==> config.mk <==
export PLATFORM = sky130hd
export DESIGN_NAME = rol_cell
export DESIGN_NICKNAME = d
export VERILOG_FILES = /design/src/sv/rol_pkg.sv /design/src/sv/rol_cell.sv
export SDC_FILE = /design/constraint.sdc
export NUM_CORES = 1
export LEC_CHECK = 0
export BUFFER_PORTS_ARGS = -buffer_cell sky130_fd_sc_hd__buf_2
export CAP_MARGIN = 20
export CORE_AREA = 2 2 227 229
export DETAILED_ROUTE_END_ITERATION = 6
export DIE_AREA = 0 0 229 231
export GPL_ROUTABILITY_DRIVEN = 0
export GPL_TIMING_DRIVEN = 0
export PLACE_DENSITY = 0.58
export RECOVER_POWER = 50
export SLEW_MARGIN = 5
export SYNTH_ARGS = -nofsm -noshare
export SYNTH_HDL_FRONTEND = slang
export SYNTH_SLANG_ARGS = --single-unit
==> constraint.sdc <==
create_clock -name clk -period 17.97 [get_ports clk]
set_clock_uncertainty 0.2 [all_clocks]
set_input_delay 0.8985 -clock clk [delete_from_list [all_inputs] [get_ports clk]]
set_output_delay 0.8985 -clock clk [all_outputs]
set_load 0.02 [all_outputs]
==> src/sv/rol_pkg.sv <==
`default_nettype none

package rol_pkg;

  localparam int POS_W    = 32;
  localparam int MARGIN_W = 20;
  localparam int SUM_W    = POS_W + 2;
  localparam int MODE_W   = 3;
  localparam int CFG_IDX_W = 8;

  localparam logic [MODE_W-1:0] MODE_CLEAR    = 3'd0;
  localparam logic [MODE_W-1:0] MODE_APPEND   = 3'd1;
  localparam logic [MODE_W-1:0] MODE_OVERLAP  = 3'd2;
  localparam logic [MODE_W-1:0] MODE_EXTENDED = 3'd3;
  localparam logic [MODE_W-1:0] MODE_POINT    = 3'd4;

  localparam logic [CFG_IDX_W-1:0] CFG_LEFT_MARGIN  = 8'd0;
  localparam logic [CFG_IDX_W-1:0] CFG_RIGHT_MARGIN = 8'd1;

  typedef enum logic [1:0] {
    KIND_NONE,
    KIND_CLEAR,
    KIND_APPEND,
    KIND_QUERY
  } kind_t;

  typedef struct packed {
    logic [MODE_W-1:0] mode;
    logic [POS_W-1:0]  first_pos;
    logic [POS_W-1:0]  last_pos;
  } item_t;

  typedef struct packed {
    logic       found;
    logic [5:0] match_index;
    logic       rejected;
    logic [6:0] stored_count;
  } result_t;

  // beat traveling down the cell row; query bounds are pre-offset by the margins
  typedef struct packed {
    logic                    valid;
    kind_t                   kind;
    logic                    point;
    logic                    rejected;
    logic                    found;
    logic [POS_W-1:0]        reg_start;
    logic [POS_W-1:0]        reg_end;
    logic signed [SUM_W-1:0] qs_pl;   // first + left
    logic signed [SUM_W-1:0] qe_pl;   // last + left
    logic signed [SUM_W-1:0] qs_ml;   // first - left
    logic signed [SUM_W-1:0] qe_pr;   // last + right
    logic signed [SUM_W-1:0] qs_mr;   // first - right
    logic signed [SUM_W-1:0] qe_mr;   // last - right
  } tok_t;

endpackage

`default_nettype wire

==> src/sv/rol_cell.sv <==
`default_nettype none

module rol_cell #(
  parameter int INDEX = 0,
  parameter int IDXW  = 6,
  parameter int CNTW  = 7
) (
  input  wire logic            clk,
  input  wire logic            rst,
  input  wire logic            advance,
  input  wire rol_pkg::tok_t   tok_in,
  input  wire logic [CNTW-1:0] cnt_in,
  input  wire logic [IDXW-1:0] idx_in,
  output rol_pkg::tok_t        tok_out,
  output logic [CNTW-1:0]      cnt_out,
  output logic [IDXW-1:0]      idx_out
);

  logic                    rvalid;
  logic [rol_pkg::POS_W-1:0] rs;
  logic [rol_pkg::POS_W-1:0] re;
  logic signed [rol_pkg::SUM_W-1:0] rs_s;
  logic signed [rol_pkg::SUM_W-1:0] re_s;
  logic t1, t2, t3, t4, hit, take;
  rol_pkg::tok_t   tok_next;
  logic [IDXW-1:0] idx_next;

  always_comb begin
    rs_s = signed'({2'b00, rs});
    re_s = signed'({2'b00, re});
    t1 = (tok_in.qs_pl >= rs_s) && (tok_in.qs_mr <= re_s);
    t2 = (tok_in.qe_pl >= rs_s) && (tok_in.qe_mr <= re_s);
    t3 = (rs_s >= tok_in.qs_ml) && (rs_s <= tok_in.qe_pr);
    t4 = (re_s >= tok_in.qs_ml) && (re_s <= tok_in.qe_pr);
    // a point query only uses the containment term
    hit = rvalid && (t1 || (!tok_in.point && (t2 || t3 || t4)));
    // this cell is the slot the append was counted into
    take = (tok_in.kind == rol_pkg::KIND_APPEND) && !tok_in.rejected &&
           (cnt_in == CNTW'(INDEX + 1));

    tok_next = tok_in;
    idx_next = idx_in;
    if (tok_in.kind == rol_pkg::KIND_QUERY && !tok_in.found && hit) begin
      tok_next.found = 1'b1;
      idx_next       = IDXW'(INDEX);
    end
  end

  always_ff @(posedge clk) begin
    if (rst) begin
      rvalid        <= 1'b0;
      tok_out.valid <= 1'b0;
    end else if (advance) begin
      tok_out <= tok_next;
      cnt_out <= cnt_in;
      idx_out <= idx_next;
      if (tok_in.valid && tok_in.kind == rol_pkg::KIND_CLEAR) begin
        rvalid <= 1'b0;
      end else if (tok_in.valid && take) begin
        rvalid <= 1'b1;
      end
    end
  end

  always_ff @(posedge clk) begin
    if (advance && tok_in.valid && take) begin
      rs <= tok_in.reg_start;
      re <= tok_in.reg_end;
    end
  end

endmodule

`default_nettype wire

# After elaboration in Yosys (flattened, before gate mapping)

Index checks and enable logic that the tools add are counted.

Reductions and logical operators: 23
Muxes and demuxes: 2
Bitwise operators: 1
Order comparisons: 8
Eq/ne operators: 4

Operator list:

| kind               | number |
|---|---|
| $ge 33x34->1       | 2 |
| $ge 34x33->1       | 2 |
| $le 33x34->1       | 2 |
| $le 34x33->1       | 2 |
| $logic_and 1x1->1  | 14 |
| $eq 7x1->1 const B | 1 |
| $eq 2x2->1 const B | 2 |
| $reduce_and 2->1   | 2 |
| $logic_not 1->1    | 3 |
| $logic_or 1x1->1   | 3 |
| $eq 2x1->1 const B | 1 |
| $mux 1             | 2 |
| $reduce_bool 2->1  | 1 |
| $not 1->1          | 1 |

Bits in registers: 352
Bits of input ports: 290

# Depth between registers and ports, before layout

Gate-level depths: netlist (run 1).

Word-level depth: 8
Mapped depth: 10
Gate-level depth less buffers: 10

# Worst setup path before layout (run 1)

OpenSTA, ideal clock, no wires.

Kind: input to register
From: input port rst
To: register cnt_out[0], enable pin
Arrival: 13.539 ns
Required time: 16.792 ns
Stages on the path: 1
Library setup time: 0.978 ns
Setup slack: 3.253 ns
Cell sequence: nor2b_1

Longest elaborated chain between the ends: 2

Ends and longest elaborated chain:

| element                    | line           | source |
|---|---|---|
| from (decl)                | rol_cell.sv:9  | `input wire logic rst,` |
| $not 1->1 (no line)        | --             |  |
| $reduce_and 2->1 (no line) | --             |  |
| to (signal assigned)       | rol_cell.sv:55 | `cnt_out <= cnt_in;` |
| to (decl)                  | rol_cell.sv:15 | `output logic [CNTW-1:0] cnt_out,` |

No other way between the ends.
A chain may end at the register's enable or synchronous reset.

# Final worst setup path (run 1)

From: input port advance
To: register tok_out[141] (netlist name), enable pin

Longest elaborated chain between the ends: 1

Ends and longest elaborated chain:

| element                    | line           | source |
|---|---|---|
| from (decl)                | rol_cell.sv:10 | `input wire logic advance,` |
| $reduce_and 2->1 (no line) | --             |  |
| to (signal assigned)       | rol_cell.sv:54 | `tok_out <= tok_next;` |
| to (decl)                  | rol_cell.sv:14 | `output rol_pkg::tok_t tok_out,` |

No other way between the ends.

==> results.cfg, run 1 <==
[hold_path]
hold_class = flip-flop to flip-flop
hold-path-cell-count = 2

[detailed_routing]
route.vias.total = 12130
route.detailed.drc = 0
firstDrtPassIters = 4
drt_iter0_drc = 471
drt_wl_total_mm = 55.13
wl_per_cell_um = 22.10
viasPerCell = 4.862
ant_nets = 0

[sta]
period_minus_slack_ns = 5.495
worst_slew_pin_slew_ns = 1.928
setup_viol = 0
fin_tns_setup_ns = 0
relSlewSlack_pct = -28.52
hold_viol_final = 0
timing.final.crit_share_pct = 30.58
rsz0062_at_grt = no
fmax_mhz = 182.0
slew_violations = 194
holdWs_ns = 0.2837

[die]
dieArea_um2 = 52900
core_area_um2 = 50680
rows = 83
initial_core_util_pct = 33.13
die_w_um = 229
ios = 577
die_y_um = 231

[critical_path]
worstPathCellList = clkbuf_1 > nor2b_1 > clkbuf_1 > clkbuf_1 > buf_12 > buf_12
crit_path_end_kind = flip-flop
cp.required_ns = 18.02
cp-start-kind = input port
path_class = input port to flip-flop
crit_slowest_cell = clkbuf_1
worst-path-stages = 6
path_max_fanout = 33
arrival_ns = 5.54
cpPeakStageDelay_ns = 1.43
rr_worst_depth = 10
worst_path_most_repeated_cell = clkbuf_1
critPathTopFamily = buffers and inverters
critPathBufInv = 5

[cells_and_area]
fin_nets = 2332
drive_gt1_share_pct = 21.19
final_cell_area_um2 = 21560
n_fill_cell = 4890
synthToLayoutAreaGrowth_pct = 28.43

[yosys]
synthFlopType = edfxtp_1
ys_seq_area_share_pct = 62.85
yosys_warnings = 0
synth_async_sr_flop_share_pct = 0
ys_ff_latch = 352
synth_top_area_share_pct = 62.61
synthesis.nets = 1705
yosysMostFrequentCell = edfxtp_1
synthTopCellsByCount = edfxtp_1, ha_1, inv_1, a21oi_1, nand4_1
netlist_top_cells_area = edfxtp_1, ha_1, inv_1
yosysUniqueCellTypes = 61
syn_area_um2 = 16790
avgSynthCellArea_um2 = 14.48
netlist_instances = 1159
synth_edf_count = 350
yosys.area.top_type = edfxtp_1

[clocking]
cts_tree = yes
clock_path_buffers = 3
postCtsSetupBuffers = 0
clock_latency_ns = 0.56
htreeDepth = 2
clockRootBuffer = clkbuf_16
cts_buffers = 39
clk_pin_slew_ns = 0.06
hold_buffers = 0
cts_resized = 0
clock_sink_count = 352

[global_routing]
overflow = 0
grt_pass1_wl_mm = 78.86
grt_usage_pct = 20.38
grt_pass1_vias = 12670
antenna_found_initial = 4
grt_max_degree = 38

[placed_design]
post_dp_cell_area_um2 = 20730
place_hpwl_mm = 46.76
io_buffers = 576

[power]
power.total_mw = 1.989
cellLeakagePower_nw = 9.110
peakVddDrop_uv = 80.83
powerDensity_nw_per_um2 = 92.25

[run_status]
status = finished, violations left
violations = max-capacitance violations, max-slew violations

[flow_run]
max_cap_viol_count = 6
-- path summary, 6_finish.rpt --
path                        startpoint                        end  slack (ns)
max                            advance     tok_out[141]$_DFFE_PP_       12.47
min          tok_out[273]$_SDFFE_PP0P_  tok_out[273]$_SDFFE_PP0P_        0.28
max reg2reg           rs[31]$_DFFE_PP_   idx_out[3]$_SDFFCE_PP0P_       14.23
min reg2reg  tok_out[273]$_SDFFE_PP0P_  tok_out[273]$_SDFFE_PP0P_        0.28
-- cells in the final DEF, fill, tap and decap left out, types with 3 or more instances in the layout --
master     count
edfxtp_1     350
buf_2        314
clkbuf_1     276
ha_1         256
inv_1        143
a21oi_1       69
clkbuf_16     41
nand4_1       40
nand2_1       38
nor2_1        38
a21o_1        34
o21ai_0       30
nand3_1       23
a211oi_1      16
and4_1        11
nor4_1         8
nor2b_1        8
nor3_1         7
a21boi_1       6
a221oi_1       5
clkinv_2       5
o211ai_1       4
a221o_1        4
nand2b_1       4
a2111oi_0      4
clkinv_1       4
bufinv_16      4
buf_12         4
and3_1         3
a31oi_1        3
a211o_1        3
o2111ai_1      3
o21ai_1        3
or4_1          3
-- cell families (layout without fill, tap and decap cells) --
| logic type | Yosys count | in the layout | synth area share, % |
|---|---|---|---|
| flops | 352 | 352 | 62.85 |
| other cells | 0 | 2 | 0 |
| simple gates | 199 | 199 | 6.574 |
| fa+ha+maj | 256 | 256 | 19.08 |
| buf+inv | 143 | 796 | 3.197 |
| compound gates | 209 | 209 | 8.303 |
-- layer usage --
layer  global-route usage, %  vias up  wire [um]
li1                        -     5747          -
met1                   25.55     5908      23240
met2                   35.62      394      27560
met3                   3.928       74       2873
met4                   6.149        4       1430
met5                       0        -         24
-- per-stage QoR --
stage,setup WS [ns],utilization (%),cells
after floorplan,3.253,-,1159
after global placement,-1.889,40.49,2415
after detailed placement,13.50,40.91,2425
after CTS,14.05,43.40,2492
after global routing,12.04,42.54,2493
final,12.47,42.54,2494
-- registers in the layout (all words and copies together), names as in the netlist --
register and count:
cnt_out 7, idx_out 6, re 32, rs 32, rvalid 1, tok_out 274
-- power by group --
part | switching (mW) | internal (mW) | leakage [nW]
combinational | 0.158 | 0.0744 | 5.22
clock | 0.316 | 0.477 | 0.610
sequential | 0.0102 | 0.954 | 3.28
-- layout make-up --
cell class                      count  area, um^2  share of cell area, %
Timing Repair Buffer              586        2658                  12.33
Inverter                          143       536.8                  2.490
Tap cell                          680       850.8                  3.946
Antenna cell                        2       5.005                0.02321
Multi-Input combinational cell    664        5702                  26.45
Clock inverter                     16       183.9                 0.8531
Clock buffer                       51        1074                  4.979
Sequential cell                   352       10550                  48.94
-- worst min-delay path: stages (launching register included) --
cell	delay (ns)
dfxtp_1	0.31
nand2b_1	0.06
a21oi_1	0.06
Power figures use the tool's default switching activity.
==> run 2, diff against run 1 <==
Clock period 17.97 ns to 5.68 ns, I/O delays scaled along.
==> run 2 against run 1 <==
Effect of this change: the run still ends with max-capacitance violations, max-slew violations left; total power grew to 3.3 times the previous value; sequential power grew to 3.2 times the previous value; first-iteration DRC count is 46% higher; global-route usage increased by 1.6 points; via count up 11%; worst hold slack got worse by 0.018 ns; cell count increased by 12%; clock power rose to 3.3 times the previous value; critical path depth is 6 higher; highest routed layer unchanged.
==> results.cfg, run 2 (same netlist as run 1, synthesis figures left out) <==
[run_status]
status = finished, violations left
violations = max-capacitance violations, max-slew violations

[clocking]
cts_tree = yes
htreeDepth = 2
postCtsSetupBuffers = 0
clock_path_buffers = 3
cts_buffers = 40
clock_sink_count = 352
clockRootBuffer = clkbuf_16
clk_pin_slew_ns = 0.07
clock_latency_ns = 0.56

[cells_and_area]
top_regs = tok_out: 274 flops, re: 32 flops, rs: 32 flops
fin_nets = 2623
layout_common_cells = clkbuf_1, edfxtp_1, dlygate4sd3_1, ha_1, buf_2
largest_reg_flops = 274
synthToLayoutAreaGrowth_pct = 45.74
fin_cells = 2786
final_common_cell = clkbuf_1
drive_gt1_share_pct = 12.45
top_register = tok_out

[detailed_routing]
viasPerCell = 4.827
route.vias.total = 13450
route.detailed.drc = 0
drt_iter0_drc = 690
ant_nets = 0
wl_per_cell_um = 21.31
drt_wl_total_mm = 59.36
firstDrtPassIters = 5

[power]
peakVddDrop_uv = 362.3
cellLeakagePower_nw = 10.04
powerDensity_nw_per_um2 = 268.8
power.total_mw = 6.576

[global_routing]
overflow = 0
antenna_found_initial = 3
grt_pass1_vias = 14020
grt_usage_pct = 21.97
grt_pass1_wl_mm = 85.55
grt_max_degree = 43

[hold_path]
hold_class = input port to flip-flop
hp-start = tok_in[91]

[critical_path]
cp-start-kind = input port
worst_path_most_repeated_cell = nor4_1
r2r_start = rs[31]$_DFFE_PP_
path_class = input port to flip-flop
critPathBufInv = 3
crit_path_end_kind = flip-flop
cpPeakStageDelay_ns = 0.74
worstPathCellList = dlygate4sd3_1 > clkbuf_1 > inv_1 > ha_1 > nand4_1 > nor4_1 > and2_1 > nand2_1 > nor4_1 > o32ai_1 > nand4_4 > a21boi_1
critPathTopFamily = simple AND/OR/NAND/NOR gates
crit_start = tok_in[98]
crit_slowest_cell = nor4_1
arrival_ns = 3.96
cp.required_ns = 5.74
path_max_fanout = 7

[die]
die_y_um = 231
initial_core_util_pct = 33.13
dieArea_um2 = 52900
rows = 83
ios = 577
core_area_um2 = 50680
die_w_um = 229

[sta]
rsz0062_at_grt = no
setup_viol = 0
relSlewSlack_pct = -44.09
slew_violations = 22
timing.final.crit_share_pct = 68.59
period_minus_slack_ns = 3.896
worst_slew_pin_slew_ns = 2.157
fmax_mhz = 256.7
setup_ws_ns = 1.784
hold_viol_final = 0

[placed_design]
dp_cells = 2425
io_buffers = 576
place_hpwl_mm = 46.15
pre_cts_ws_ns = 1.653

[flow_run]
max_cap_viol_count = 1
[run 2: cell types whose count changed in the layout (fill, tap and decap cells not counted), sizes merged]
| cell | previous run | this run |
|---|---|---|
| dlygate4sd3 | 0 | 289 |
| buf | 319 | 190 |
| clkbuf | 318 | 443 |
| clkinv | 10 | 16 |
| bufinv | 4 | 6 |
| diode | 2 | 1 |
[run 2: what timing repair did]
action / 4_1_cts / 5_1_grt
gates resized for setup: 0 / 0
endpoints found under the hold margin: 373 / 0
hold buffers: 289 / 0
setup endpoints to repair: 0 / 0
[run 2: path summary, 6_finish.rpt]
path,end,slack (ns),depth (start not counted)
setup reg to reg,idx_out[1]$_SDFFCE_PP0P_,1.80,10
setup / recovery,idx_out[1]$_SDFFCE_PP0P_,1.78,12
hold reg to reg,rvalid$_SDFFE_PP0P_,0.37,2
hold / removal,tok_out[91]$_DFFE_PP_,0.27,2
[run 2: metrics by stage]
stage | setup TNS (ns) | cell area, um^2 | util [%] | hold WS, ns
2_1_floorplan | 0 | 16790 | - | 0.1531
3_3_place_gp | -368.94 | 20530 | 40.51 | 0.2586
3_5_place_dp | 0 | 20750 | 40.94 | 0.2621
4_1_cts | 0 | 24960 | 49.25 | 0.06039
5_1_grt | 0 | 24470 | 48.28 | 0.2506
6_report | 0 | 24470 | 48.28 | 0.2657
[run 2: cell type report]
| class | instances | area [um^2] |
|---|---|---|
| Antenna cell | 1 | 2.502 |
| Sequential cell | 352 | 10550 |
| Inverter | 143 | 536.8 |
| Fill cell | 4626 | 26210 |
| Tap cell | 680 | 850.8 |
| Clock inverter | 24 | 272.8 |
| Clock buffer | 46 | 1045 |
| Multi-Input combinational cell | 664 | 5707 |
| Timing Repair Buffer | 876 | 5502 |
[run 2: routing by layer]
layer	vias to the layer above	global-route usage, %	wire, um
met5	-	0	27
met4	4	7.508	1866
met3	98	4.175	3274
met2	444	38.83	29830
met1	6559	26.87	24370
li1	6342	-	-
[run 2: worst register-to-register path, stage by stage, from the launching register on]
cell	delay, ns
edfxtp_1	0.39
inv_1	0.12
ha_1	0.32
nand2_1	0.05
or4_1	0.58
nor4_2	0.56
a311oi_1	0.18
a31oi_1	0.48
o22ai_1	0.28
nand4_4	0.26
a21boi_1	0.18
[run 2: power by group]
part	internal [mW]	switching, mW	total (mW)
registers	3.02	0.0369	3.05
logic	0.356	0.540	0.896
clock network	1.59	1.04	2.63
==> run 3, diff against run 2 <==
Settings changed: ABC_AREA set to 1, CORE_AREA 2 2 227 229 to 2 2 226 228, DIE_AREA 0 0 229 231 to 0 0 228 230, PLACE_DENSITY 0.58 to 0.62.
Clock period 5.68 ns to 3.2 ns, I/O delays scaled along.
==> run 3 against run 2 <==
Effect of this change: the flow now finishes without violations; total power rose by 82%; worst hold slack got worse by 0.12 ns; final area rose by 3.5%; combinational power rose by 81%; register-to-register slack got worse by 1.6 ns; count of clock-buffer cells in the layout rose by 3; via count rose by 8.8%; non-clock buffer count did not move; worst setup slack got worse by 1.6 ns; largest power group unchanged.
==> results.cfg, run 3 <==
[yosys]
ys_ff_latch = 352
synthTopCellsByCount = edfxtp_1, nand2_1, ha_1, inv_1, a21oi_1
synthFlopType = edfxtp_1
avgSynthCellArea_um2 = 11.83
netlist_instances = 1485
syn_area_um2 = 17570
yosysUniqueCellTypes = 33
yosys.area.top_type = edfxtp_1
netlist_top_cells_area = edfxtp_1, ha_1, nand2_1
synthesis.nets = 2031
yosysMostFrequentCell = edfxtp_1
synth_async_sr_flop_share_pct = 0
ys_seq_area_share_pct = 60.05
synth_top_area_share_pct = 59.82
yosys_warnings = 0
synth_edf_count = 350

[die]
ios = 577
die_y_um = 230
initial_core_util_pct = 35.23
core_area_um2 = 49860
dieArea_um2 = 52440
rows = 82
die_w_um = 228

[critical_path]
r2r_start = rs[17]$_DFFE_PP_
crit_path_end_kind = flip-flop
crit_slowest_cell = edfxtp_1
cp.required_ns = 3.26
rr_worst_depth = 15
path_class = flip-flop to flip-flop
critPathBufInv = 2
path_max_fanout = 7
worstPathCellList = inv_1 > ha_1 > nand2_1 > inv_1 > nand3_1 > nor3_2 > o21ai_1 > nand2_1 > nand2_1 > nand3_1 > nand2_1 > nand2_1 > nand2_2 > nand2_4 > a21oi_1
arrival_ns = 3.04
rrSetupSlack_ns = 0.22
critPathTopFamily = simple AND/OR/NAND/NOR gates
r2r-end = idx_out[0]$_SDFFCE_PP0P_
cpPeakStageDelay_ns = 0.46
worst_path_most_repeated_cell = nand2_1
cp-start-kind = flip-flop

[hold_path]
hp-start = tok_in[105]
hold-path-cell-count = 2
hold_class = input port to flip-flop
worstHoldEndpoint = tok_out[105]$_DFFE_PP_

[sta]
worst_slew_pin_slew_ns = 0.9881
hold_viol_final = 0
rsz0062_at_grt = no
setup_viol = 0
holdWs_ns = 0.1458
timing.final.crit_share_pct = 93.15
period_minus_slack_ns = 2.981
slew_violations = 0
relSlewSlack_pct = 33.62
fmax_mhz = 335.5

[global_routing]
grt_max_degree = 44
grt_pass1_vias = 15560
overflow = 0
antenna_found_initial = 2
grt_pass1_wl_mm = 89.07
grt_usage_pct = 22.45

[clocking]
clk_pin_slew_ns = 0.07
clock_path_buffers = 3
cts_buffers = 41
clock_latency_ns = 0.56
cts_resized = 0
cts_tree = yes
htreeDepth = 2
clockRootBuffer = clkbuf_16
clock_sink_count = 352

[cells_and_area]
final_common_cell = clkbuf_1
layout_common_cells = clkbuf_1, edfxtp_1, nand2_1, dlygate4sd3_1, ha_1
largest_reg_flops = 274
fin_cells = 3109
fin_util_pct = 50.77
drive_gt1_share_pct = 10.92
fin_nets = 2950
top_regs = tok_out: 274 flops, re: 32 flops, rs: 32 flops
top_register = tok_out
synthToLayoutAreaGrowth_pct = 44.09
final_cell_area_um2 = 25310

[run_status]
status = finished, final reports clean

[flow_run]
max_cap_viol_count = 0

[placed_design]
io_buffers = 576
post_dp_cell_area_um2 = 21500
place_hpwl_mm = 45.84
dp_cells = 2742

[detailed_routing]
wl_per_cell_um = 19.33
ant_nets = 0
viasPerCell = 4.706
drt_wl_total_mm = 60.09
drt_iter0_drc = 740
firstDrtPassIters = 6
route.detailed.drc = 0
route.vias.total = 14630

[power]
peakVddDrop_uv = 424.7
powerDensity_nw_per_um2 = 473.7
cellLeakagePower_nw = 10.83
==> run 3: cell type report <==
type	instances	area [um^2]
Fill cell	4474	24550
Sequential cell	352	10550
Multi-Input combinational cell	901	6160
Timing Repair Buffer	876	5449
Clock buffer	49	1119
Inverter	232	883.3
Tap cell	672	840.8
Clock inverter	26	309.0
Antenna cell	1	2.502
==> run 3: report_power, final <==
group	total (mW)	internal (mW)	switching [mW]
clock	4.95	3.00	1.95
sequential	5.42	5.35	0.0700
combinational	1.62	0.621	1.00
total	12.0	8.97	3.02
==> run 3: how the worst max path moves through the flow <==
stage,from,end,slack [ns],depth (start not counted)
global route,rs[17]$_DFFE_PP_,idx_out[0]$_SDFFCE_PP0P_,0.06,15
global placement,advance,tok_out[140]$_DFFE_PP_,-3.58,3
detailed placement,rs[17]$_DFFE_PP_,idx_out[0]$_SDFFCE_PP0P_,0.25,15
CTS,rs[17]$_DFFE_PP_,idx_out[0]$_SDFFCE_PP0P_,0.23,15
floorplan,advance,cnt_out[0]$_DFFE_PP_,-1.82,2
finish,rs[17]$_DFFE_PP_,idx_out[0]$_SDFFCE_PP0P_,0.22,15
==> run 3: kinds of logic (layout without fill, tap and decap cells) <==
logic type | after synthesis | in the layout | share of synthesized area [%]
adder cells (fa/ha/maj) | 256 | 256 | 18.23
other | 0 | 1 | 0
AND/OR/NAND/NOR | 489 | 489 | 11.96
flip-flops | 352 | 352 | 60.05
AO/OA/AOI/OAI | 156 | 156 | 4.793
buffers and inverters | 232 | 1183 | 4.957
==> run 3: through the flow <==
step	setup slack, ns	power, mW	TNS, ns
finish	0.2191	11.99	0
CTS	0.2270	12.14	0
detailed placement	0.2519	6.910	0
floorplan	-1.817	6.240	-519.70
global placement	-3.583	6.883	-1058.02
global route	0.06157	12.42	0
==> run 3: layer usage <==
layer / wire length, um / track usage, %
met2: 29950 / 40.20
met5: 12 / 0
met3: 3634 / 4.675
met1: 24300 / 26.52
met4: 2188 / 8.333
==> run 3: repair_timing <==
item | 4_1_cts | 5_1_grt
endpoints found under the hold margin | 378 | 0
hold buffers | 291 | 0
setup buffers | 0 | 0
