--- src/sv/rol_pkg.sv ---
`default_nettype none

package rol_pkg;

  localparam int POS_W    = 32;
  localparam int MARGIN_W = 20;
  localparam int SUM_W    = POS_W + 2;
  localparam int MODE_W   = 3;
  localparam int CFG_IDX_W = 8;

  localparam logic [MODE_W-1:0] MODE_CLEAR    = 3'd0;
  localparam logic [MODE_W-1:0] MODE_APPEND   = 3'd1;
  localparam logic [MODE_W-1:0] MODE_OVERLAP  = 3'd2;
  localparam logic [MODE_W-1:0] MODE_EXTENDED = 3'd3;
  localparam logic [MODE_W-1:0] MODE_POINT    = 3'd4;

  localparam logic [CFG_IDX_W-1:0] CFG_LEFT_MARGIN  = 8'd0;
  localparam logic [CFG_IDX_W-1:0] CFG_RIGHT_MARGIN = 8'd1;

  typedef enum logic [1:0] {
    KIND_NONE,
    KIND_CLEAR,
    KIND_APPEND,
    KIND_QUERY
  } kind_t;

  typedef struct packed {
    logic [MODE_W-1:0] mode;
    logic [POS_W-1:0]  first_pos;
    logic [POS_W-1:0]  last_pos;
  } item_t;

  typedef struct packed {
    logic       found;
    logic [5:0] match_index;
    logic       rejected;
    logic [6:0] stored_count;
  } result_t;

  // beat traveling down the cell row; query bounds are pre-offset by the margins
  typedef struct packed {
    logic                    valid;
    kind_t                   kind;
    logic                    point;
    logic                    rejected;
    logic                    found;
    logic [POS_W-1:0]        reg_start;
    logic [POS_W-1:0]        reg_end;
    logic signed [SUM_W-1:0] qs_pl;   // first + left
    logic signed [SUM_W-1:0] qe_pl;   // last + left
    logic signed [SUM_W-1:0] qs_ml;   // first - left
    logic signed [SUM_W-1:0] qe_pr;   // last + right
    logic signed [SUM_W-1:0] qs_mr;   // first - right
    logic signed [SUM_W-1:0] qe_mr;   // last - right
  } tok_t;

endpackage

`default_nettype wire

--- src/sv/rol_entry.sv ---
`default_nettype none

module rol_entry #(
  parameter int DEPTH = 64,
  parameter int CNTW  = 7
) (
  input  wire logic                              clk,
  input  wire logic                              rst,
  input  wire logic                              accept,
  input  wire rol_pkg::item_t                    item,
  input  wire logic                              cfg_we,
  input  wire logic [rol_pkg::CFG_IDX_W-1:0]     cfg_index,
  input  wire logic [rol_pkg::MARGIN_W-1:0]      cfg_data,
  output rol_pkg::tok_t                          tok,
  output logic [CNTW-1:0]                        cnt
);

  logic [CNTW-1:0]              count;
  logic [CNTW-1:0]              count_next;
  logic [rol_pkg::MARGIN_W-1:0] left_margin;
  logic [rol_pkg::MARGIN_W-1:0] right_margin;
  logic [rol_pkg::MARGIN_W-1:0] lm;
  logic [rol_pkg::MARGIN_W-1:0] rm;
  logic signed [rol_pkg::SUM_W-1:0] qs;
  logic signed [rol_pkg::SUM_W-1:0] qe;
  logic signed [rol_pkg::SUM_W-1:0] lm_s;
  logic signed [rol_pkg::SUM_W-1:0] rm_s;
  logic full;

  assign full = (count == CNTW'(DEPTH));

  always_ff @(posedge clk) begin
    if (rst) begin
      left_margin  <= '0;
      right_margin <= '0;
    end else if (cfg_we) begin
      if (cfg_index == rol_pkg::CFG_LEFT_MARGIN) begin
        left_margin <= cfg_data;
      end else if (cfg_index == rol_pkg::CFG_RIGHT_MARGIN) begin
        right_margin <= cfg_data;
      end
    end
  end

  always_comb begin
    lm   = (item.mode == rol_pkg::MODE_EXTENDED) ? left_margin  : '0;
    rm   = (item.mode == rol_pkg::MODE_EXTENDED) ? right_margin : '0;
    qs   = signed'({2'b00, item.first_pos});
    qe   = signed'({2'b00, item.last_pos});
    lm_s = signed'({{(rol_pkg::SUM_W - rol_pkg::MARGIN_W){1'b0}}, lm});
    rm_s = signed'({{(rol_pkg::SUM_W - rol_pkg::MARGIN_W){1'b0}}, rm});

    tok           = '0;
    tok.valid     = accept;
    tok.kind      = rol_pkg::KIND_NONE;
    tok.reg_start = item.first_pos;
    tok.reg_end   = item.last_pos;
    tok.point     = (item.mode == rol_pkg::MODE_POINT);
    tok.qs_pl     = qs + lm_s;
    tok.qe_pl     = qe + lm_s;
    tok.qs_ml     = qs - lm_s;
    tok.qe_pr     = qe + rm_s;
    tok.qs_mr     = qs - rm_s;
    tok.qe_mr     = qe - rm_s;
    count_next    = count;

    unique case (item.mode)
      rol_pkg::MODE_CLEAR: begin
        tok.kind   = rol_pkg::KIND_CLEAR;
        count_next = '0;
      end
      rol_pkg::MODE_APPEND: begin
        tok.kind = rol_pkg::KIND_APPEND;
        if (full) begin
          tok.rejected = 1'b1;
        end else begin
          count_next = count + CNTW'(1);
        end
      end
      rol_pkg::MODE_OVERLAP, rol_pkg::MODE_EXTENDED, rol_pkg::MODE_POINT: begin
        tok.kind = rol_pkg::KIND_QUERY;
      end
      default: begin
        tok.kind = rol_pkg::KIND_NONE;
      end
    endcase
    cnt = count_next;
  end

  always_ff @(posedge clk) begin
    if (rst) begin
      count <= '0;
    end else if (accept) begin
      count <= count_next;
    end
  end

  a_count_bound: assert property (@(posedge clk) disable iff (rst)
    count <= CNTW'(DEPTH))
    else $error("region count above table depth");

  a_clear: assert property (@(posedge clk) disable iff (rst)
    accept && item.mode == rol_pkg::MODE_CLEAR |=> count == '0)
    else $error("clear did not empty the table");

  a_append: assert property (@(posedge clk) disable iff (rst)
    accept && item.mode == rol_pkg::MODE_APPEND && !full |=>
      count == $past(count) + CNTW'(1))
    else $error("append did not bump the count");

endmodule

`default_nettype wire

--- config.mk ---
export PLATFORM = sky130hd
export DESIGN_NAME = rol_entry
export DESIGN_NICKNAME = d
export VERILOG_FILES = /design/src/sv/rol_pkg.sv /design/src/sv/rol_entry.sv
export SDC_FILE = /design/constraint.sdc
export NUM_CORES = 1
export LEC_CHECK = 0
export BUFFER_PORTS_ARGS = -buffer_cell sky130_fd_sc_hd__buf_2
export CELL_PAD_IN_SITES_DETAIL_PLACEMENT = 1
export CELL_PAD_IN_SITES_GLOBAL_PLACEMENT = 1
export CORE_ASPECT_RATIO = 0.9
export CORE_MARGIN = 2
export CORE_UTILIZATION = 40
export CTS_BUF_LIST = sky130_fd_sc_hd__clkbuf_2 sky130_fd_sc_hd__clkbuf_4 sky130_fd_sc_hd__clkbuf_8
export CTS_CLUSTER_DIAMETER = 40
export DETAILED_ROUTE_END_ITERATION = 6
export HOLD_SLACK_MARGIN = 0.12
export MAX_ROUTING_LAYER = met4
export PLACE_DENSITY_LB_ADDON = 0.05
export SLEW_MARGIN = 10
export SYNTH_ARGS = -nofsm -noshare
export SYNTH_HDL_FRONTEND = slang
export SYNTH_SLANG_ARGS = --single-unit
--- constraint.sdc ---
create_clock -name clk -period 4.46 [get_ports clk]
set_input_delay 0 -clock clk [delete_from_list [all_inputs] [get_ports clk]]
set_output_delay 0 -clock clk [all_outputs]
set_load 0.03 [all_outputs]
# Word level (Yosys, flattened, before mapping)
# Index checks and enable logic that the tools add are counted.
[totals]
in_bits = 99
regBits = 47
[classes]
n_addsub = 7
mux = 7
reduce_logical = 5
bitwise_logic = 1
eq_ne = 6
[ops]
columns = ["cell", "n"]
rows = [
  ["adder 32 x 20 -> 33 bit", 3],
  ["subtractor 32 x 20 -> 33 bit", 3],
  ["two-way mux 20 bit", 2],
  ["case mux 7 bit (2 select lines)", 1],
  ["== test 8 x 1 -> 1 bit, second input constant", 1],
  ["logical NOT 8 bit", 1],
  ["adder 7 x 1 -> 7 bit, second input constant", 1],
  ["== test 7 bit, second input constant", 1],
  ["two-way mux 7 bit", 1],
  ["== test 3 x 2 -> 1 bit, second input constant", 2],
  ["case mux 2 bit (3 select lines)", 1],
  ["== test 3 x 1 -> 1 bit, second input constant", 1],
  ["== test 3 bit, second input constant", 1],
  ["logical NOT 3 bit", 1],
  ["AND reduction 3 bit", 1],
  ["OR reduction 3 bit", 1],
  ["two-way mux 1 bit", 2],
  ["AND reduction 2 bit", 1],
  ["inverter 1 bit", 1],
]

# Depth between registers and ports, before layout
# Gate-level depths: netlist of the first run.
[logic_depth]
depth_word = 3
depth_mapped = 14

# Worst setup path after synthesis of the first run
# OpenSTA, ideal clock, no wires.
[synth_timing]
path_type = "input-to-output"
startpoint = "in item[65] in the netlist's numbering"
endpoint = "out tok[82] in the netlist's numbering"
stages = 13
slack_ns = 0.684
t_arrival_ns = 3.776
t_required_ns = 4.460
cell_sequence = "nand2_1 nor2_1 clkbuf_1 nand2_1 ha_1 buf_6 or2_0 a211oi_2 o21ai_1 o211a_1 or3_2 mux2i_1 a2111oi_0"
[synth_lines]
columns = ["item", "line", "rtl"]
rows = [
  ["from (decl)", "rol_entry.sv:10", "input wire rol_pkg::item_t item,"],
  ["to (decl)", "rol_entry.sv:14", "output rol_pkg::tok_t tok,"],
]

==> results of run 1 <==
power groups by stage:
stage                     Combinational, uW  Clock (uW)  Sequential (uW)
final                                  1160         329              427
after global routing                   1240         352              428
after CTS                              1160         336              427
after detailed placement               1140           0              436
after global placement                 1120           0              436
after floorplan                         823           0              434
sequential cells by signal, indices dropped and copies added (netlist names):
name / count
count: 7
left_margin: 20
right_margin: 20
what timing repair did:
action | 4_1_cts | 5_1_grt
hold buffers | 21 | 0
hold endpoints to repair | 44 | 0
setup endpoints to repair | 0 | 0
cell usage after synthesis, types with 28 or more instances:
library cell / number
nor2_1: 152
nand2_1: 132
ha_1: 131
a21oi_1: 122
xnor2_1: 114
inv_1: 98
buf_4: 75
o21ai_0: 75
clkbuf_1: 59
dfxtp_1: 47
nand3_1: 46
mux2i_1: 45
xor2_1: 44
nor3_1: 35
nor2b_1: 28
cell usage in the layout, fill, tap and decap left out, types with 18 or more instances in the layout:
master           n
nand2_1        132
nor2b_1         28
xnor2_1        114
or3_1           20
nand2b_1        22
a21o_1          24
o21ai_0         75
a211oi_1        18
nor3_1          35
nand3_1         46
nor2_1         150
ha_1           131
and3_1          20
a21oi_1        122
mux2i_1         45
xor2_1          44
dlygate4sd3_1   21
dfxtp_1         47
inv_1           98
buf_2          375
cell families after synthesis:
kind of cell | Yosys count
flip-flops | 47
AO/OA/AOI/OAI | 377
buffers and inverters | 249
multiplexers | 45
adder cells (fa/ha/maj) | 137
AND/OR/NAND/NOR | 540
other | 1
XOR/XNOR | 158
worst max-delay path: stages:
cell	delay, ps
buf_2	140
nand2_1	70
nor2_2	90
buf_4	400
nand2_1	200
ha_1	550
nor2b_1	110
a2111oi_0	750
o41ai_1	230
a221oi_1	440
o31ai_1	230
o21ai_0	280
xnor2_1	150
buf_2	220
final timing paths:
| kind | slack (ps) | cells past startpoint | end |
|---|---|---|---|
| min reg2reg | 500 | 2 | left_margin[18] |
| max reg2reg | 2080 | 9 | count[4] |
| min | 170 | 5 | count[6] |
| max | 580 | 14 | tok[199] |
layout make-up:
class / instances / share of cell area [%]
multi-input cells: 1261 / 68.5
inverters: 101 / 2.98
flip-flops and latches: 47 / 7.39
clock buffers: 5 / 0.541
well taps: 354 / 3.48
repair buffers: 402 / 16.8
clock inverters: 3 / 0.344
through the flow:
step	instances	setup WS, ps
final	2173	584
after floorplan	1557	684
after global placement	2144	763
after detailed placement	2144	675
after global routing	2173	232
after CTS	2173	667
layer usage:
metal  global-route usage (%)  vias to the layer above  share of wire (%)
li1                         -                     5896                  -
met2                     44.9                      309                 45
met5                        -                        -                  0
met3                     1.23                       41                4.0
met4                     4.73                        0                1.7
met1                     40.4                     5803                 49
==> metrics.yaml, run 1 <==
status:
  outcome: "complete, no violations"
routing:
  drt_iter0_drc: 590
  routedWlPerCell_microns: 18.8
  ant_nets: 0
  drtPass1Iterations: 5
  drt-total-wl_mm: 40.8
  vias: 12000
  route.detailed.drc: 0
  vias_per_cell: 5.54
yosys:
  synth.ff_latch_count: 47
  synthTopCellsByArea: "ha_1, xnor2_1, dfxtp_1"
  synth_compound_area_share_pct: 22.4
  yosysTopAreaCellShare_pct: 15.1
  yosysSeqAreaShare_pct: 8.64
  synthArstFlopShare_pct: 0
  synthCells: 1554
  synth_top_family_by_area: "simple AND/OR/NAND/NOR gates"
  synth_flop_cell: "dfxtp_1"
  synthSimpleGateAreaFrac_pct: 24.5
  synthMuxAreaShare_pct: 4.14
  synth.distinct_cells: 83
  netlist_area_sq_um: 10900
  yosys_warnings: 0
  yosys.area.top_type: "ha_1"
  synth-edff-count: 0
  syn_avg_cell_area_sq_um: 7.01
  yosys.area_share.xor_xnor_pct: 12.7
  synthAdderAreaFrac_pct: 16.2
place:
  gp_congestion: 0.905
  dp_hpwl_mm: 34.3
  io_buffers: 375
  dpl_cell_area_sq_um: 12400
cts:
  root_buffer: "clkbuf_8"
  post_cts_resized: 0
  h-tree-depth: 2
  cts.sinks: 47
  cts.clk_slew.worst_paths_ps: 110
  clk_latency_ps: 310
  cts_max_path_buffers: 2
  cts_buffers: 5
  cts_tree: "built"
  cts_setup_buffers: 0
setup_path:
  cp.arrival_ps: 3880
  critPathMaxFanout: 40
  cp-end-kind: "output port"
  rr_startpoint: "count[0]"
  start_kind: "input pin"
  startpoint: "item[64]"
  critPathKind: "input pin to output port"
  cp.required_ps: 4460
grt:
  globalRouteTotalUtil_pct: 28.3
  antenna_found_initial: 0
  grt_pass1_vias: 11900
  grt_max_degree: 48
  grt_pass1_wl_mm: 63.5
  grt-ovfl-total: 0
finish:
  synthToLayoutAreaGrowth_pct: 16.9
  multi_input_area_sq_um: 8720
  final_area_sq_um: 12700
  utilization_pct: 47.3
  fill_cells: 3600
  num_antenna_cells: 0
  num-nets-final: 2054
  seq_area_sq_um: 941
  drive_gt1_share_pct: 23.0
pwr:
  power_uw: 1910
  p_sw_uw: 973
  pwr_density_cell_nw_per_um2: 150
  pwr-share-seq_pct: 22.3
  peakVddDrop_uv: 119
  comb_power_share_pct: 60.5
  p_clk_share_pct: 17.2
  p_int_uw: 941
  switching_share_pct: 50.8
  leakage_uw: 0.00619
timing:
  maxSlewViolCount: 0
  period_minus_slack_ps: 3880
  rsz0062_at_grt: "false"
  setup_violations: 0
  timing.slew.headroom_pct: 35.6
  fin_tns_setup_ps: 0
  worst_pin_slew_ps: 960
  final.period_utilization_pct: 86.9
  fin_worst_skew_ps: 1.47
  fmax_mhz: 258
  hold_slack_ps: 172
  hold_viol: 0
min_path:
  hp-start: "item[64]"
  worstHoldPathType: "input pin to flop"
floorplan:
  dieArea_sq_um: 28600
  dieWidth_microns: 178
  pin_count: 380
  rows: 57
  chipHeight_microns: 161
  core_sq_um: 26900
  initial_utilization_pct: 40.5
flow_run:
  cap_violations: 0
No activity file was read; power rests on OpenSTA's default activity.
==> run 2, diff against run 1 <==
--- a/config.mk
+++ b/config.mk
@@ -10,8 +10,7 @@
 export CELL_PAD_IN_SITES_GLOBAL_PLACEMENT = 1
 export CORE_ASPECT_RATIO = 0.9
 export CORE_MARGIN = 2
-export CORE_UTILIZATION = 40
-export CTS_BUF_LIST = sky130_fd_sc_hd__clkbuf_2 sky130_fd_sc_hd__clkbuf_4 sky130_fd_sc_hd__clkbuf_8
+export CORE_UTILIZATION = 39
 export CTS_CLUSTER_DIAMETER = 40
 export DETAILED_ROUTE_END_ITERATION = 6
 export HOLD_SLACK_MARGIN = 0.12
==> run 2 against run 1 <==
  * Routed wire length rose by 0.91%
  * Core utilization down 1.2 points
  * Critical path depth down 1
  * Final area rose by 0.54%
  * Critical endpoint is now tok[191]
  * Maximum frequency increased by 1.8%
  * Register-to-register slack worse by 40 ps
  * Critical path type unchanged
  * Die area up 2.5%
  * Sequential share of layout area about the same
  * Clock skew barely moved
==> metrics.yaml, run 2 (synthesized netlist as in run 1, its figures left out) <==
setup_path:
  start_kind: "input pin"
  path_cells: "buf_2, nand2_1, nor2_2, buf_4, nand2_1, ha_1, nor2b_1, a2111oi_0, o41ai_1, a221oi_1, o21ai_0, o311ai_1, buf_2"
  cp_slowest_stage_delay_ps: 690  # -60 ps
  critPathBufInv: 3  # unchanged
  critPathKind: "input pin to output port"
  crit_family: "compound AO/OA/AOI/OAI gates"
  cp.required_ps: 4460  # about the same
  cp.arrival_ps: 3810  # -70 ps
  critPathMaxFanout: 40  # unchanged
  cpMaxStageDelayCell: "a2111oi_0"
  cp-end-kind: "output port"
routing:
  drt_iter0_drc: 619  # +4.9%
  vias_per_cell: 5.53  # -0.22%
  route.detailed.drc: 0  # unchanged
  drtPass1Iterations: 5  # unchanged
  routedWlPerCell_microns: 18.9  # +0.59%
  drt-total-wl_mm: 41.2  # +0.91%
  ant_nets: 0  # unchanged
  vias: 12100  # +0.10%
cts:
  cts_max_path_buffers: 2  # unchanged
  cts.clk_slew.worst_paths_ps: 70  # -40 ps
  clk_latency_ps: 290  # -20 ps
  cts.sinks: 47  # unchanged
  root_buffer: "clkbuf_16"
  cts_hold_buf: 21  # unchanged
  cts_setup_buffers: 0  # unchanged
  h-tree-depth: 2  # unchanged
  cts_buffers: 5  # unchanged
  post_cts_resized: 0  # unchanged
  cts_tree: "built"
grt:
  grt-ovfl-total: 0  # unchanged
  grt_pass1_vias: 11900  # +0.35%
  grt_max_degree: 48  # unchanged
  grt_pass1_wl_mm: 63.8  # +0.52%
  antenna_found_initial: 1  # +1
  globalRouteTotalUtil_pct: 27.5  # -0.84 points
timing:
  final.period_utilization_pct: 85.4  # -1.5 points
  maxSlewViolCount: 0  # unchanged
  setup_violations: 0  # unchanged
  period_minus_slack_ps: 3810  # -67.2 ps
  timing.slew.headroom_pct: 34.5  # -1.1 points
  fin_worst_skew_ps: 1.44  # -0.0302 ps
  fmax_mhz: 263  # +1.8%
  fin_tns_setup_ps: 0  # unchanged
  hold_viol: 0  # unchanged
  layout_setup_ws_ps: 651  # +67.2 ps
  worst_pin_slew_ps: 978  # +17.9 ps
  rsz0062_at_grt: "false"
  hold_slack_ps: 202  # +29.6 ps
pwr:
  switching_share_pct: 48.8  # -2.0 points
  p_sw_uw: 991  # +1.9%
  leakage_uw: 0.00621  # +0.36%
  comb_power_share_pct: 57.0  # -3.5 points
  pwr-share-seq_pct: 21.0  # -1.3 points
  p_int_uw: 1040  # +11%
  pwr_density_cell_nw_per_um2: 159  # +5.6%
  p_clk_share_pct: 22.0  # +4.8 points
  peakVddDrop_uv: 156  # +30%
finish:
  drive_gt1_share_pct: 23.0  # unchanged
  synthToLayoutAreaGrowth_pct: 17.5
  biggestRegsByFlops: "left_margin (20), right_margin (20), count (7)"
  final_area_sq_um: 12800  # +0.54%
  final_common_cell: "buf_2"
  utilization_pct: 46.2  # -1.2 points
  layout_common_cells: "buf_2, nor2_1, nand2_1"
  num-nets-final: 2054  # unchanged
floorplan:
  initial_utilization_pct: 39.3  # -1.2 points
  dieWidth_microns: 180  # +1.2%
  dieArea_sq_um: 29300  # +2.5%
  rows: 58  # +1.8%
  pin_count: 380  # unchanged
  chipHeight_microns: 163  # +1.2%
  core_sq_um: 27700  # +3.1%
place:
  dp_slack_ps: 683  # +7.89 ps
  dpl_cell_area_sq_um: 12400  # about the same
  io_buffers: 375  # unchanged
  dp_hpwl_mm: 34.4  # +0.26%
  gp_congestion: 0.905  # about the same
status:
  outcome: "complete, no violations"
min_path:
  worstHoldPathType: "input pin to flop"
flow_run:
  cap_violations: 0  # unchanged
## run 2: cell types whose count changed in the layout (fill, tap and decap cells not counted)
cell	delta
clkbuf_16	+5
clkinvlp_4	+1
diode_2	+1
inv_6	+1
clkbuf_8	-5
clkinv_4	-1
clkinv_2	-1
## run 2: per-stage QoR
step | instances | total power [uW]
finish | 2180 | 2030
global route | 2180 | 2140
CTS | 2179 | 2040
detailed placement | 2150 | 1570
global placement | 2150 | 1560
floorplan | 1557 | 1260
## run 2: final timing paths
path               endpoint  cells after the start            from  slack [ps]
max reg2reg        count[2]                      9        count[0]        2040
min reg2reg  left_margin[8]                      2  left_margin[8]         500
max                tok[191]                     13        item[64]         650
min                count[6]                      5        item[64]         200
## run 2: area by class of cell
type | instances | area, sq um
clock inverters | 3 | 46.3
inverters | 101 | 379
well taps | 360 | 450
diodes | 1 | 2.50
repair buffers | 402 | 2130
multi-input cells | 1261 | 8720
flip-flops and latches | 47 | 941
fillers | 3695 | 14900
clock buffers | 5 | 125
## run 2: per-layer routing
| layer | vias up | wire length, microns | part of all wire [%] | track usage (%) |
|---|---|---|---|---|
| met5 | - | 0 | 0 | - |
| met4 | 0 | 882 | 2.1 | 5.94 |
| met3 | 51 | 1670 | 4.1 | 1.88 |
| met2 | 328 | 18500 | 45 | 44.3 |
| met1 | 5798 | 20100 | 49 | 37.9 |
| li1 | 5884 | - | - | - |
## run 2: power groups by stage
stage / Sequential [uW] / Clock, uW / Combinational, uW
floorplan: 434 / 0 / 823
global placement: 436 / 0 / 1130
detailed placement: 437 / 0 / 1140
CTS: 427 / 457 / 1160
global route: 427 / 471 / 1240
finish: 427 / 447 / 1160
## run 2: tightest hold or removal path: stages
cell and delay, ps:
buf_2 140, nand2_1 60, a21oi_1 70, mux2i_1 140, nor2_1 50
==> run 3, diff against run 2 <==
--- a/config.mk
+++ b/config.mk
@@ -5,12 +5,14 @@
 export SDC_FILE = /design/constraint.sdc
 export NUM_CORES = 1
 export LEC_CHECK = 0
+export ABC_AREA = 1
 export BUFFER_PORTS_ARGS = -buffer_cell sky130_fd_sc_hd__buf_2
 export CELL_PAD_IN_SITES_DETAIL_PLACEMENT = 1
 export CELL_PAD_IN_SITES_GLOBAL_PLACEMENT = 1
 export CORE_ASPECT_RATIO = 0.9
 export CORE_MARGIN = 2
 export CORE_UTILIZATION = 39
+export CTS_BUF_LIST = sky130_fd_sc_hd__clkbuf_16
 export CTS_CLUSTER_DIAMETER = 40
 export DETAILED_ROUTE_END_ITERATION = 6
 export HOLD_SLACK_MARGIN = 0.12
==> run 3 against run 2 <==
  * Sequential power about the same
  * Critical path type unchanged
  * Critical endpoint is now tok[126]
  * Clock power shrank 12%
  * Synthesized area rose by 31%
==> metrics.yaml, run 3 <==
finish:
  biggestRegsByFlops: "left_margin (20), right_margin (20), count (7)"
  synthToLayoutAreaGrowth_pct: 13.2
  num-nets-final: 3222  # +57%
  final_common_cell: "nand2_1"
  drive_gt1_share_pct: 15.8  # -7.2 points
  layout_common_cells: "nand2_1, inv_1, buf_2"
  final_area_sq_um: 16200  # +27%
  num_antenna_cells: 0  # -1
cts:
  h-tree-depth: 2  # unchanged
  cts_tree: "built"
  cts.sinks: 47  # unchanged
  root_buffer: "clkbuf_16"
  cts_setup_buffers: 0  # unchanged
  clk_latency_ps: 300  # about the same
  cts.clk_slew.worst_paths_ps: 80  # about the same
  cts_max_path_buffers: 2  # unchanged
  cts_buffers: 5  # unchanged
floorplan:
  dieWidth_microns: 206  # +14%
  dieArea_sq_um: 38200  # +31%
  chipHeight_microns: 186  # +14%
  initial_utilization_pct: 39.5  # +0.24 points
  core_sq_um: 36200  # +30%
  pin_count: 380  # unchanged
  rows: 66  # +14%
setup_path:
  critPathCapture: "tok[126]"
  r2r_end: "count[1]"
  cp.required_ps: 4460  # about the same
  rrSetupSlack_ps: 2970  # +930 ps
  rr_startpoint: "count[0]"
  startpoint: "item[64]"
  start_kind: "input pin"
  critPathKind: "input pin to output port"
  cp-end-kind: "output port"
  r2r_cells: 8  # -1
  cp.arrival_ps: 3740  # -70 ps
  critPathMaxFanout: 21  # -48%
yosys:
  synthCells: 2710  # +74%
  yosys.area.top_type: "nand2_1"
  ys_top_cells_by_count: "nand2_1, inv_1, nor2_1, nand3_1, a21oi_1"
  yosysTopAreaCellShare_pct: 25.1  # +10 points
  synth.most_common_cell: "nand2_1"
  synth.distinct_cells: 49  # -41%
  synthArstFlopShare_pct: 0  # unchanged
  syn_avg_cell_area_sq_um: 5.28  # -25%
  synth.ff_latch_count: 47  # unchanged
  yosysSeqAreaShare_pct: 6.58  # -2.1 points
  synth_flop_cell: "dfxtp_1"
  synth-edff-count: 0  # unchanged
  netlist_area_sq_um: 14300  # +31%
  synthTopCellsByArea: "nand2_1, inv_1, ha_1"
  yosys_warnings: 0  # unchanged
routing:
  drtPass1Iterations: 6  # +1
  drt-total-wl_mm: 67.8  # +65%
  vias: 17900  # +49%
  routedWlPerCell_microns: 19.6  # +3.6%
  ant_nets: 0  # unchanged
  vias_per_cell: 5.18  # -6.4%
  drt_iter0_drc: 1361  # +120%
  route.detailed.drc: 0  # unchanged
grt:
  grt_pass1_wl_mm: 100  # +57%
  antenna_found_initial: 1  # unchanged
  globalRouteTotalUtil_pct: 35.5  # +8.0 points
  grt-ovfl-total: 0  # unchanged
  grt_pass1_vias: 17500  # +47%
  grt_max_degree: 43  # -10%
place:
  gp_congestion: 1.01  # +12%
  io_buffers: 375  # unchanged
  dp_hpwl_mm: 58.5  # +70%
  dpl_cell_area_sq_um: 15800  # +27%
timing:
  hold_viol: 0  # unchanged
  maxSlewViolCount: 0  # unchanged
  period_minus_slack_ps: 3740  # -65.7 ps
  hold_slack_ps: 281  # +78.8 ps
  final.period_utilization_pct: 83.9  # -1.5 points
  fmax_mhz: 267  # +1.8%
  fin_tns_setup_ps: 0  # unchanged
  rsz0062_at_grt: "false"
  setup_violations: 0  # unchanged
  fin_worst_skew_ps: 1.42  # -0.0121 ps
  timing.slew.headroom_pct: 19.6  # -15 points
  worst_pin_slew_ps: 1200  # +225 ps
pwr:
  pwr-share-seq_pct: 19.5  # -1.5 points
  switching_share_pct: 55.2  # +6.4 points
  comb_power_share_pct: 62.7  # +5.7 points
  p_sw_uw: 1220  # +23%
  leakage_uw: 0.00981  # +58%
  p_clk_share_pct: 17.9  # -4.1 points
  p_int_uw: 987  # -5.1%
  pwr_density_cell_nw_per_um2: 136  # -14%
  peakVddDrop_uv: 123  # -21%
flow_run:
  cap_violations: 0  # unchanged
min_path:
  worstHoldPathType: "input pin to flop"
status:
  outcome: "complete, no violations"
==> run 3: routing by layer <==
layer / track usage, % / routed length (microns)
met1: 49.8 / 32600
met2: 54.3 / 28900
met3: 4.18 / 4810
met4: 7.91 / 1490
met5: - / 0
==> run 3: kinds of logic after synthesis <==
| logic type | count (synthesis) | synth area share (%) |
|---|---|---|
| adder cells (fa/ha/maj) | 137 | 12.3 |
| flip-flops | 47 | 6.58 |
| AND/OR/NAND/NOR | 1522 | 45.2 |
| AO/OA/AOI/OAI | 248 | 9.09 |
| buffers and inverters | 653 | 20.5 |
| XOR/XNOR | 102 | 6.25 |
| other | 1 | 0.0262 |
==> run 3: power groups by stage <==
stage	logic [uW]	clock network [uW]	registers [uW]
6_report	1380	393	429
5_1_grt	1480	408	430
4_1_cts	1360	393	429
3_5_place_dp	1340	0	439
3_3_place_gp	1330	0	438
2_1_floorplan	933	0	437
==> run 3: what timing repair did <==
action                    CTS  global route
hold endpoints to repair   46             0
hold buffers               22             0
gates resized for setup     0             0
==> run 3: worst min-delay path by stage <==
stage | start | to | slack, ps | cells past startpoint
after CTS | cfg_index[2] | right_margin[6] | 270 | 5
after global placement | accept | count[0] | 280 | 2
after detailed placement | cfg_data[4] | right_margin[4] | 290 | 3
final | cfg_index[1] | right_margin[2] | 280 | 5
after global routing | cfg_index[1] | right_margin[3] | 300 | 5
after floorplan | accept | count[0] | 90 | 1
==> run 3: worst max-delay path, stage by stage <==
cell	delay [ps]
buf_2	90
inv_1	70
nor3_2	150
buf_4	270
inv_1	390
nor2_1	520
inv_1	100
ha_1	480
nand2_1	150
inv_1	260
nand2_1	150
nor2_1	270
nand3_1	270
nand3_1	190
nand2_1	60
nand2_1	80
buf_2	200
==> run 3: area by class of cell <==
type                    instances  area [sq um]
multi-input cells            2013         10400
well taps                     476           596
repair buffers                400          2120
fillers                      5453         20000
clock inverters                 3          20.0
clock buffers                   5           125
inverters                     519          1950
flip-flops and latches         47           941
==> run 3: through the flow <==
step | power (uW) | instances | util [%] | setup WS, ps
final | 2200 | 3463 | 44.8 | 717
after global routing | 2310 | 3463 | 44.8 | 484
after CTS | 2180 | 3463 | 44.8 | 816
after detailed placement | 1780 | 3433 | 43.8 | 827
after global placement | 1760 | 3433 | 43.8 | 822
after floorplan | 1370 | 2713 | - | 2000
